## src/rtl/mm4_ram.sv

```systemverilog
module mm4_ram #(
    parameter int WIDTH = 32,
    parameter int DEPTH = 4
) (
    input  logic                     i_clk,
    input  logic                     i_we,
    input  logic [$clog2(DEPTH)-1:0] i_waddr,
    input  logic [WIDTH-1:0]         i_wdata,
    input  logic                     i_re,
    input  logic [$clog2(DEPTH)-1:0] i_raddr,
    output logic [WIDTH-1:0]         o_rdata
);

    logic [WIDTH-1:0] r_mem [DEPTH];
    logic [WIDTH-1:0] r_rdata;

    // single write port, registered read port
    always_ff @(posedge i_clk) begin
        if (i_we) begin
            r_mem[i_waddr] <= i_wdata;
        end
        if (i_re) begin
            r_rdata <= r_mem[i_raddr];
        end
    end

    assign o_rdata = r_rdata;

endmodule

```

## config.mk

```make
export PLATFORM = sky130hd
export DESIGN_NAME = mm4_ram
export DESIGN_NICKNAME = d
export VERILOG_FILES = /design/src/rtl/mm4_ram.sv
export SDC_FILE = /design/constraint.sdc
export NUM_CORES = 1
export LEC_CHECK = 0
export BUFFER_PORTS_ARGS = -buffer_cell sky130_fd_sc_hd__buf_4
export CAP_MARGIN = 40
export CORE_UTILIZATION = 45
export CTS_CLUSTER_SIZE = 10
export DETAILED_ROUTE_END_ITERATION = 7
export GPL_TIMING_DRIVEN = 0
export PLACE_DENSITY = 0.74
export SKIP_LAST_GASP = 1
export SYNTH_ARGS = -nofsm -noshare
export SYNTH_HDL_FRONTEND = slang
export SYNTH_SLANG_ARGS = --single-unit
```

## constraint.sdc

```tcl
create_clock -name i_clk -period 9.1 [get_ports i_clk]
set_input_delay 2.275 -clock i_clk [delete_from_list [all_inputs] [get_ports i_clk]]
set_output_delay 2.275 -clock i_clk [all_outputs]
set_load 0.005 [all_outputs]
```

==> results.toml <==
[layout]
final_design_area_no_fill_mm2 = 0.007005
fin_nets = 336
fin_util = 0.5784
diodes = 0
mostFrequentLayoutCells = "edfxtp_1 (160), buf_4 (71), mux4_2 (30)"
syn2layout_area_growth_pct = 23.98
nFillCells = 924
layout_commonest_cell = "edfxtp_1"
multi_input_area_um2 = 768.2
drive_gt1_frac = 0.4513
seqCellArea_mm2 = 0.004805

[timing]
setup_tns_ns = 0
hold_viol = 0
slew_violations = 0
finalCritPeriodShare = 0.3712
setup_violations = 0
maxClockFrequency_ghz = 0.2961
period_needed_ns = 3.378
clock-skew-final_ns = 0.009012
tightest_slew_ns = 0.6884
slew_headroom = 0.5391
rsz0062_at_grt = "no"

[clock_tree]
clock_path_buffers = 2
holdBufCountCts = 0
cts-resized-gates = 0
cts_root_buffer = "clkbuf_16"
cts.sinks = 160
cts_setup_buffers = 0
cts_max_level = 4
cts_tree = "yes"
cts_buffers = 17
path_clk_slew_ns = 0.06
clkLatencyLatePin_ns = 0.42

[worst_setup_path]
crit_start = "i_waddr[1]"
r2r_end = "o_rdata[0]"
endpoint_kind = "register"
rrSetupSlack_ns = 7.96
path_class = "primary input to register"
endpoint = "r_mem[0][1]"
rr_startpoint = "r_mem[1][0]"
cp.arrival_ns = 3.50
r2r_cells = 1
worstSetupStartpointType = "primary input"
critPathMaxFanout = 9
crit_required_ns = 9.22

[yosys]
synth_area_leaders = "edfxtp_1 (85%), mux4_2 (12%), buf_12 (1.1%)"
ys_seq_elements = 160
netlist_instances = 203
syn_area_mm2 = 0.005650
synth.net_count = 242
avgSynthCellArea_um2 = 27.83
synth_warnings = 0
yosysTopAreaCell = "edfxtp_1"
synth_cell_types = 9
synth_top_area_frac = 0.8503
synth-seq-area-share = 0.8503

[route]
drt_first_iter_violations = 117
ant_nets = 0
drc_errors = 0
drt-pass1-iter-count = 4
vias = 2390
viasPerCell = 5.021
finalWirelength_um = 8862
wire_per_inst_um = 18.62

[pwr]
leakage_uw = 0.002401
switching_power_uw = 301.4
seqPwrFrac = 0.550
power_frac_clock = 0.393
power_density_mw_per_mm2 = 224.9
sw_frac_of_total = 0.1913
power_frac_comb = 0.056
p_int_uw = 1274
peakVddDrop_mv = 0.1137

[status]
outcome = "finished, final reports clean"

[place]
buffer_ports.inserted = 69
gp_congestion = 0.6468
dpl-instance-area_mm2 = 0.006496
hpwlAfterDp_um = 5322

[floorplanning]
initial_utilization = 0.4665
die-area_mm2 = 0.01301
die_w_um = 114.1
fp.dieH_um = 114.1
placementRows = 40
io-pin-count = 71
core_mm2 = 0.01211

[global_routing]
grt_overflow_total = 0
grt_pass1_vias = 2522
grt_max_degree = 33
antenna_found_initial = 0
grt_pass1_wl_um = 13460
grt_use_total = 0.1511

[min_path]
hp-class = "register to register"

[job]
maxCapViolCount = 0
-- power by group through the flow --
stage / Sequential, uW / Combinational, uW / Clock [uW]
3_3_place_gp: 881 / 84.3 / 0
6_report: 867 / 88.9 / 620
5_1_grt: 870 / 96.1 / 662
3_5_place_dp: 882 / 91.4 / 0
4_1_cts: 867 / 91.6 / 629
2_1_floorplan: 881 / 37.9 / 0
-- synthesized netlist by cell type --
cell and instances:
and3_1 1, buf_12 3, and3b_1 2, buf_2 3, mux4_1 2, mux4_2 30
nor3b_1 1, buf_6 1, edfxtp_1 160
-- layer usage --
metal | track usage | part of all wire | vias to the layer above
met5 | 0 | 0 | -
li1 | - | - | 1066
met2 | 0.2323 | 0.50 | 63
met3 | 0.04288 | 0.047 | 19
met4 | 0.09091 | 0.022 | 0
met1 | 0.1931 | 0.43 | 1242
-- how the worst min path moves through the flow --
| stage | start | to | cells past startpoint |
|---|---|---|---|
| 2_1_floorplan | r_mem[3][0] | o_rdata[0] | 1 |
| 3_3_place_gp | r_mem[3][31] | o_rdata[31] | 1 |
| 3_5_place_dp | r_mem[0][31] | o_rdata[31] | 1 |
| 4_1_cts | r_mem[0][31] | o_rdata[31] | 1 |
| 5_1_grt | r_mem[3][1] | o_rdata[1] | 1 |
| 6_report | r_mem[0][31] | o_rdata[31] | 1 |
-- sequential cells by signal, summed over array words and instances (netlist names) --
signal   cells
o_rdata     32
r_mem      128
-- logic make-up after synthesis --
group | Yosys count | synth area share
simple gates | 4 | 0.005538
mux | 32 | 0.1289
buf+inv | 7 | 0.01528
flops | 160 | 0.8503
-- cell type report --
| cell class | instances | share of cell area |
|---|---|---|
| multi-input combinational | 36 | 0.1097 |
| timing repair buffer | 75 | 0.08948 |
| tap | 168 | 0.03001 |
| buffer | 7 | 0.01232 |
| sequential | 160 | 0.6858 |
| clock buffer | 20 | 0.06233 |
| clock inverter | 10 | 0.01036 |
-- per-stage QoR --
step	instances	total power (uW)	hold WS, ns	setup slack (ns)
final	476	1575	0.6063	5.722
after global routing	476	1627	0.6378	5.656
after CTS	476	1588	0.6140	5.712
after detailed placement	446	973.3	0.6071	5.267
after global placement	440	965.6	0.6042	1.890
after floorplan	203	919.1	0.5932	3.954
-- critical path, stage by stage --
cell and delay (ns):
buf_4 0.12, nor3b_2 0.59, buf_4 0.32, buf_6 0.18
No activity file was read; power rests on OpenSTA's default activity.
