## src/rtl/mm4_pkg.sv

```systemverilog
package mm4_pkg;

    localparam int DATA_WIDTH = 32;
    localparam int FRAC_BITS  = 16;
    localparam int ROWS       = 4;
    localparam int COLS       = 4;
    localparam int ROW_AW     = $clog2(ROWS);
    localparam int ROW_W      = COLS * DATA_WIDTH;
    localparam int PROD_W     = 2 * DATA_WIDTH;
    localparam int SHIFT_W    = PROD_W - FRAC_BITS;
    localparam int ACC_W      = SHIFT_W + $clog2(COLS);

    // one stored matrix row, element j in slot j
    typedef logic [COLS-1:0][DATA_WIDTH-1:0] t_row;

    typedef struct packed {
        logic [ROW_AW-1:0]             row_index;
        logic signed [DATA_WIDTH-1:0] left_col0;
        logic signed [DATA_WIDTH-1:0] left_col1;
        logic signed [DATA_WIDTH-1:0] left_col2;
        logic signed [DATA_WIDTH-1:0] left_col3;
        logic signed [DATA_WIDTH-1:0] right_col0;
        logic signed [DATA_WIDTH-1:0] right_col1;
        logic signed [DATA_WIDTH-1:0] right_col2;
        logic signed [DATA_WIDTH-1:0] right_col3;
        logic                          compute_now;
    } t_in_item;

    typedef struct packed {
        logic [ROW_AW-1:0]             out_row;
        logic signed [DATA_WIDTH-1:0] prod_col0;
        logic signed [DATA_WIDTH-1:0] prod_col1;
        logic signed [DATA_WIDTH-1:0] prod_col2;
        logic signed [DATA_WIDTH-1:0] prod_col3;
        logic                          final_row;
    } t_out_item;

    // per-lane pipeline strobes
    typedef struct packed {
        logic mul_en;
        logic acc_en;
        logic acc_clr;
    } t_lane_ctl;

    typedef enum logic [1:0] {
        S_IDLE,
        S_ISSUE,
        S_DRAIN
    } t_state;

endpackage

```

## src/rtl/mm4_lane.sv

```systemverilog
module mm4_lane (
    input  logic                                  i_clk,
    input  mm4_pkg::t_lane_ctl                    i_ctl,
    input  logic signed [mm4_pkg::DATA_WIDTH-1:0] i_a,
    input  logic signed [mm4_pkg::DATA_WIDTH-1:0] i_b,
    output logic signed [mm4_pkg::DATA_WIDTH-1:0] o_sum
);
    import mm4_pkg::*;

    logic signed [PROD_W-1:0]  r_prod;
    logic signed [ACC_W-1:0]   r_acc;
    logic signed [SHIFT_W-1:0] shifted;
    logic signed [ACC_W-1:0]   acc_base;
    logic signed [ACC_W-1:0]   n_acc;
    logic signed [ACC_W-1:0]   sat_max;
    logic signed [ACC_W-1:0]   sat_min;

    // full-width signed product
    always_ff @(posedge i_clk) begin
        if (i_ctl.mul_en) begin
            r_prod <= PROD_W'(i_a) * PROD_W'(i_b);
        end
    end

    // drop fraction bits (floor), then accumulate exactly
    assign shifted  = signed'(r_prod[PROD_W-1:FRAC_BITS]);
    assign acc_base = i_ctl.acc_clr ? '0 : r_acc;
    assign n_acc    = acc_base + ACC_W'(shifted);

    always_ff @(posedge i_clk) begin
        if (i_ctl.acc_en) begin
            r_acc <= n_acc;
        end
    end

    // clamp to the signed element range
    assign sat_max = ACC_W'(signed'({1'b0, {(DATA_WIDTH-1){1'b1}}}));
    assign sat_min = ACC_W'(signed'({1'b1, {(DATA_WIDTH-1){1'b0}}}));

    always_comb begin
        if (r_acc > sat_max) begin
            o_sum = sat_max[DATA_WIDTH-1:0];
        end else if (r_acc < sat_min) begin
            o_sum = sat_min[DATA_WIDTH-1:0];
        end else begin
            o_sum = r_acc[DATA_WIDTH-1:0];
        end
    end

endmodule

```

## config.mk

```make
export PLATFORM = sky130hd
export DESIGN_NAME = mm4_lane
export DESIGN_NICKNAME = d
export VERILOG_FILES = /design/src/rtl/mm4_pkg.sv /design/src/rtl/mm4_lane.sv
export SDC_FILE = /design/constraint.sdc
export NUM_CORES = 2
export LEC_CHECK = 0
export ABC_CLOCK_PERIOD_IN_PS = 16870
export BUFFER_PORTS_ARGS = -buffer_cell sky130_fd_sc_hd__buf_2
export CAP_MARGIN = 20
export CORE_UTILIZATION = 50
export DETAILED_ROUTE_END_ITERATION = 8
export PLACE_DENSITY = 0.77
export SLEW_MARGIN = 5
export SYNTH_ARGS = -nofsm -noshare
export SYNTH_HDL_FRONTEND = slang
export SYNTH_SLANG_ARGS = --single-unit
```

## constraint.sdc

```tcl
create_clock -name i_clk -period 16.87 [get_ports i_clk]
set_input_delay 2.5305 -clock i_clk [delete_from_list [all_inputs] [get_ports i_clk]]
set_output_delay 2.5305 -clock i_clk [all_outputs]
set_load 0.02 [all_outputs]
```

==> metrics.md <==
| Metric | Value |
|---|---|
| Number of synthesized flops with an enable pin | `98` |
| # hold bufs at CTS | `0` |
| Worst-Margin Slew | `1.04 ns` |
| Clk sink count | `98` |
| Post-synthesis sequential area ratio | `7.08%` |
| Family with the most delay on the worst path | `adder cells` |
| Post-Synth XOR/XNOR Area | `2.11%` |
| Hold WC Path Type | `register to register` |
| I/O Buffers | `99` |
| Critical path depth in cells | `27` |
| Fin Clk Skew | `0.00941 ns` |
| Row cnt | `105` |
| Crit-path max FO | `32` |
| Layout net count | `5650` |
| Die width | `290 um` |
| Fin Hold WS | `0.623 ns` |
| Vias in the first global route | `31900` |
| Drt wl/cell | `20.5 um` |
| Cell Area, Placed | `0.0428 mm2` |
| Largest family of logic cells by synthesized area | `adder cells` |
| Maximum clock rate | `96.0 MHz` |
| First-pass GRT wire length | `176 mm` |
| Reg2reg path depth | `12` |
| Largest net degree at the start of global routing | `51` |
| Worst-path clk slew | `0.07 ns` |
| Number of synthesized register bits | `98` |
| Num CTS Buffers | `9` |
| Design Area, Final | `0.0431 mm2` |
| Critical path launch point type | `input port` |
| RSZ-0062 raised after global routing | `false` |
| Hold Vio Cnt, Final | `0` |
| Syn_area_per_cell | `9.56 um2` |
| Drt pass-1 iters | `7` |
| Compound-Gate Fraction of Synth Area | `4.62%` |
| Critical path's most frequent cell | `fa_1` |
| Clock Tree Buf Depth | `2` |
| Die Area | `0.0843 mm2` |
| Core ar. | `0.0821 mm2` |
| Rel. slew slack | `30.5%` |
| Die Height | `290 um` |
| Count of cells resized by post-cts repair | `0` |
| Max-slew violations | `0` |
| Antenna violations before repair | `6` |
| Min Tclk post-route | `10.41 ns` |
| Post-Synth Adder-Cell Area | `59.0%` |
| Crit Path Category | `input port to register` |
| Flop2flop setup slack | `13.07 ns` |
| Synthesized cell area | `0.0416 mm2` |
| Via/cell ratio | `5.49` |
| Max-cap violations | `0` |
| Setup_tns | `0 ns` |
| WP buf/inv | `8` |
| Setup crit end kind | `register` |
| Syn nets | `5728` |
| Final worst path period share | `61.7%` |
| Final wirelength | `109 mm` |
| CP max stage cell | `fa_1` |
| Synth Instances | `4349` |
| Total track usage | `27.0%` |
| Routed Antenna Nets | `0` |
| Layout cells sized above 1 | `3.88%` |
| Vias | `29400` |
| DPL Wire Length | `83.4 mm` |
| Most common cell after layout, fill and taps aside | `fa_1` |
| Worst-skew pair later-pin latency | `0.36 ns` |
| Critical Path AT | `10.52 ns` |
| DRC Markers | `0` |
| Simple-gate share of the synthesized area | `16.3%` |
| Status | `finished, final reports clean` |
| Total congestion overflow | `0` |
| Ys Warns | `0` |
| # setup viols final | `0` |
| Starting Density | `50.6%` |
| Layout area overhead | `3.62%` |
| I/O pin cnt | `100` |
| Unique cell type count in the Yosys netlist | `69` |
| Post-Route Utilization | `52.4%` |
| Primary FF master, synth | `edfxtp_1` |
| Initial drt markers | `2422` |
| Most frequent cells in the layout | `fa_1, inv_1, nand2_1` |
| Routability cong. | `0.948` |
| CP Data Required Time | `16.98 ns` |
| Portion of netlist area occupied by mux cells | `0.0361%` |
| CTS H-tree depth | `3` |
| TritonCTS clock tree | `built` |
| Async set or reset register ratio after synthesis | `0%` |
| Worst path max stage delay | `0.74 ns` |
| CTS root buf | `clkbuf_16` |
| Hold path cells | `1` |
| Post-CTS setup buffer count | `0` |
-- sequential cells by signal, summed over array words and instances, names as in the netlist --
signal / count
r_acc: 50
r_prod: 48
-- final timing paths --
kind / from / to
max reg2reg: r_acc[10] / r_acc[49]
min: r_prod[16] / r_acc[0]
max: i_a[31] / r_prod[62]
min reg2reg: r_prod[16] / r_acc[0]
-- Yosys cell counts, drive strengths merged, types with 7 or more instances --
library cell     n  area share, %
nand3           19           0.24
o21ai           45           0.56
o21bai          16           0.29
edfxtp          98            7.1
and4             7           0.15
a21o            56            1.0
nor2b           58           0.87
a21oi           94            1.2
ha             229            6.9
clkbuf         213            1.9
or3             12           0.19
fa            1082             52
nor2            79           0.71
and3             7           0.11
inv            982            8.9
nand2          605            5.5
xor2            34           0.72
a31oi            8           0.12
nor3            16           0.22
xnor2           66            1.4
nand2b          15           0.23
o21a            12           0.22
and2           501            7.5
a21boi           7           0.13
nand4           23           0.35
-- stage by stage --
stage / std cells / setup WS, ns
6_report: 5347 / 6.46
3_3_place_gp: 5330 / 6.20
2_1_floorplan: 4349 / 7.10
5_1_grt: 5346 / 6.02
4_1_cts: 5346 / 6.50
3_5_place_dp: 5330 / 6.12
-- logic make-up after synthesis --
| family | Yosys count |
|---|---|
| AOI/OAI and AO/OA | 286 |
| xor gates and xnor gates | 100 |
| buffers and inverters | 1196 |
| DFF | 98 |
| muxes | 1 |
| adders and majority gates | 1311 |
| and+or+nand+nor | 1357 |
-- cell type report --
type                    instances  area, um2
multi-input cells            3055      34100
repair buffers                124        683
clock inverters                 7       43.8
diodes                          1       2.50
fillers                      7125      39000
well taps                    1070       1340
clock buffers                   9        225
inverters                     983       3690
flip-flops and latches         98       2940
-- per-layer routing --
metal	vias to the layer above	global-route usage (%)	part of all wire [%]
li1	12600	-	-
met1	15000	36.9	39
met2	1552	43.1	46
met3	240	6.35	12
met4	8	7.47	3.0
met5	-	0	0.057
Power is left out: the tool's default activity adds up to more than one toggle a clock period on the data nets, which glitch-free logic cannot reach.
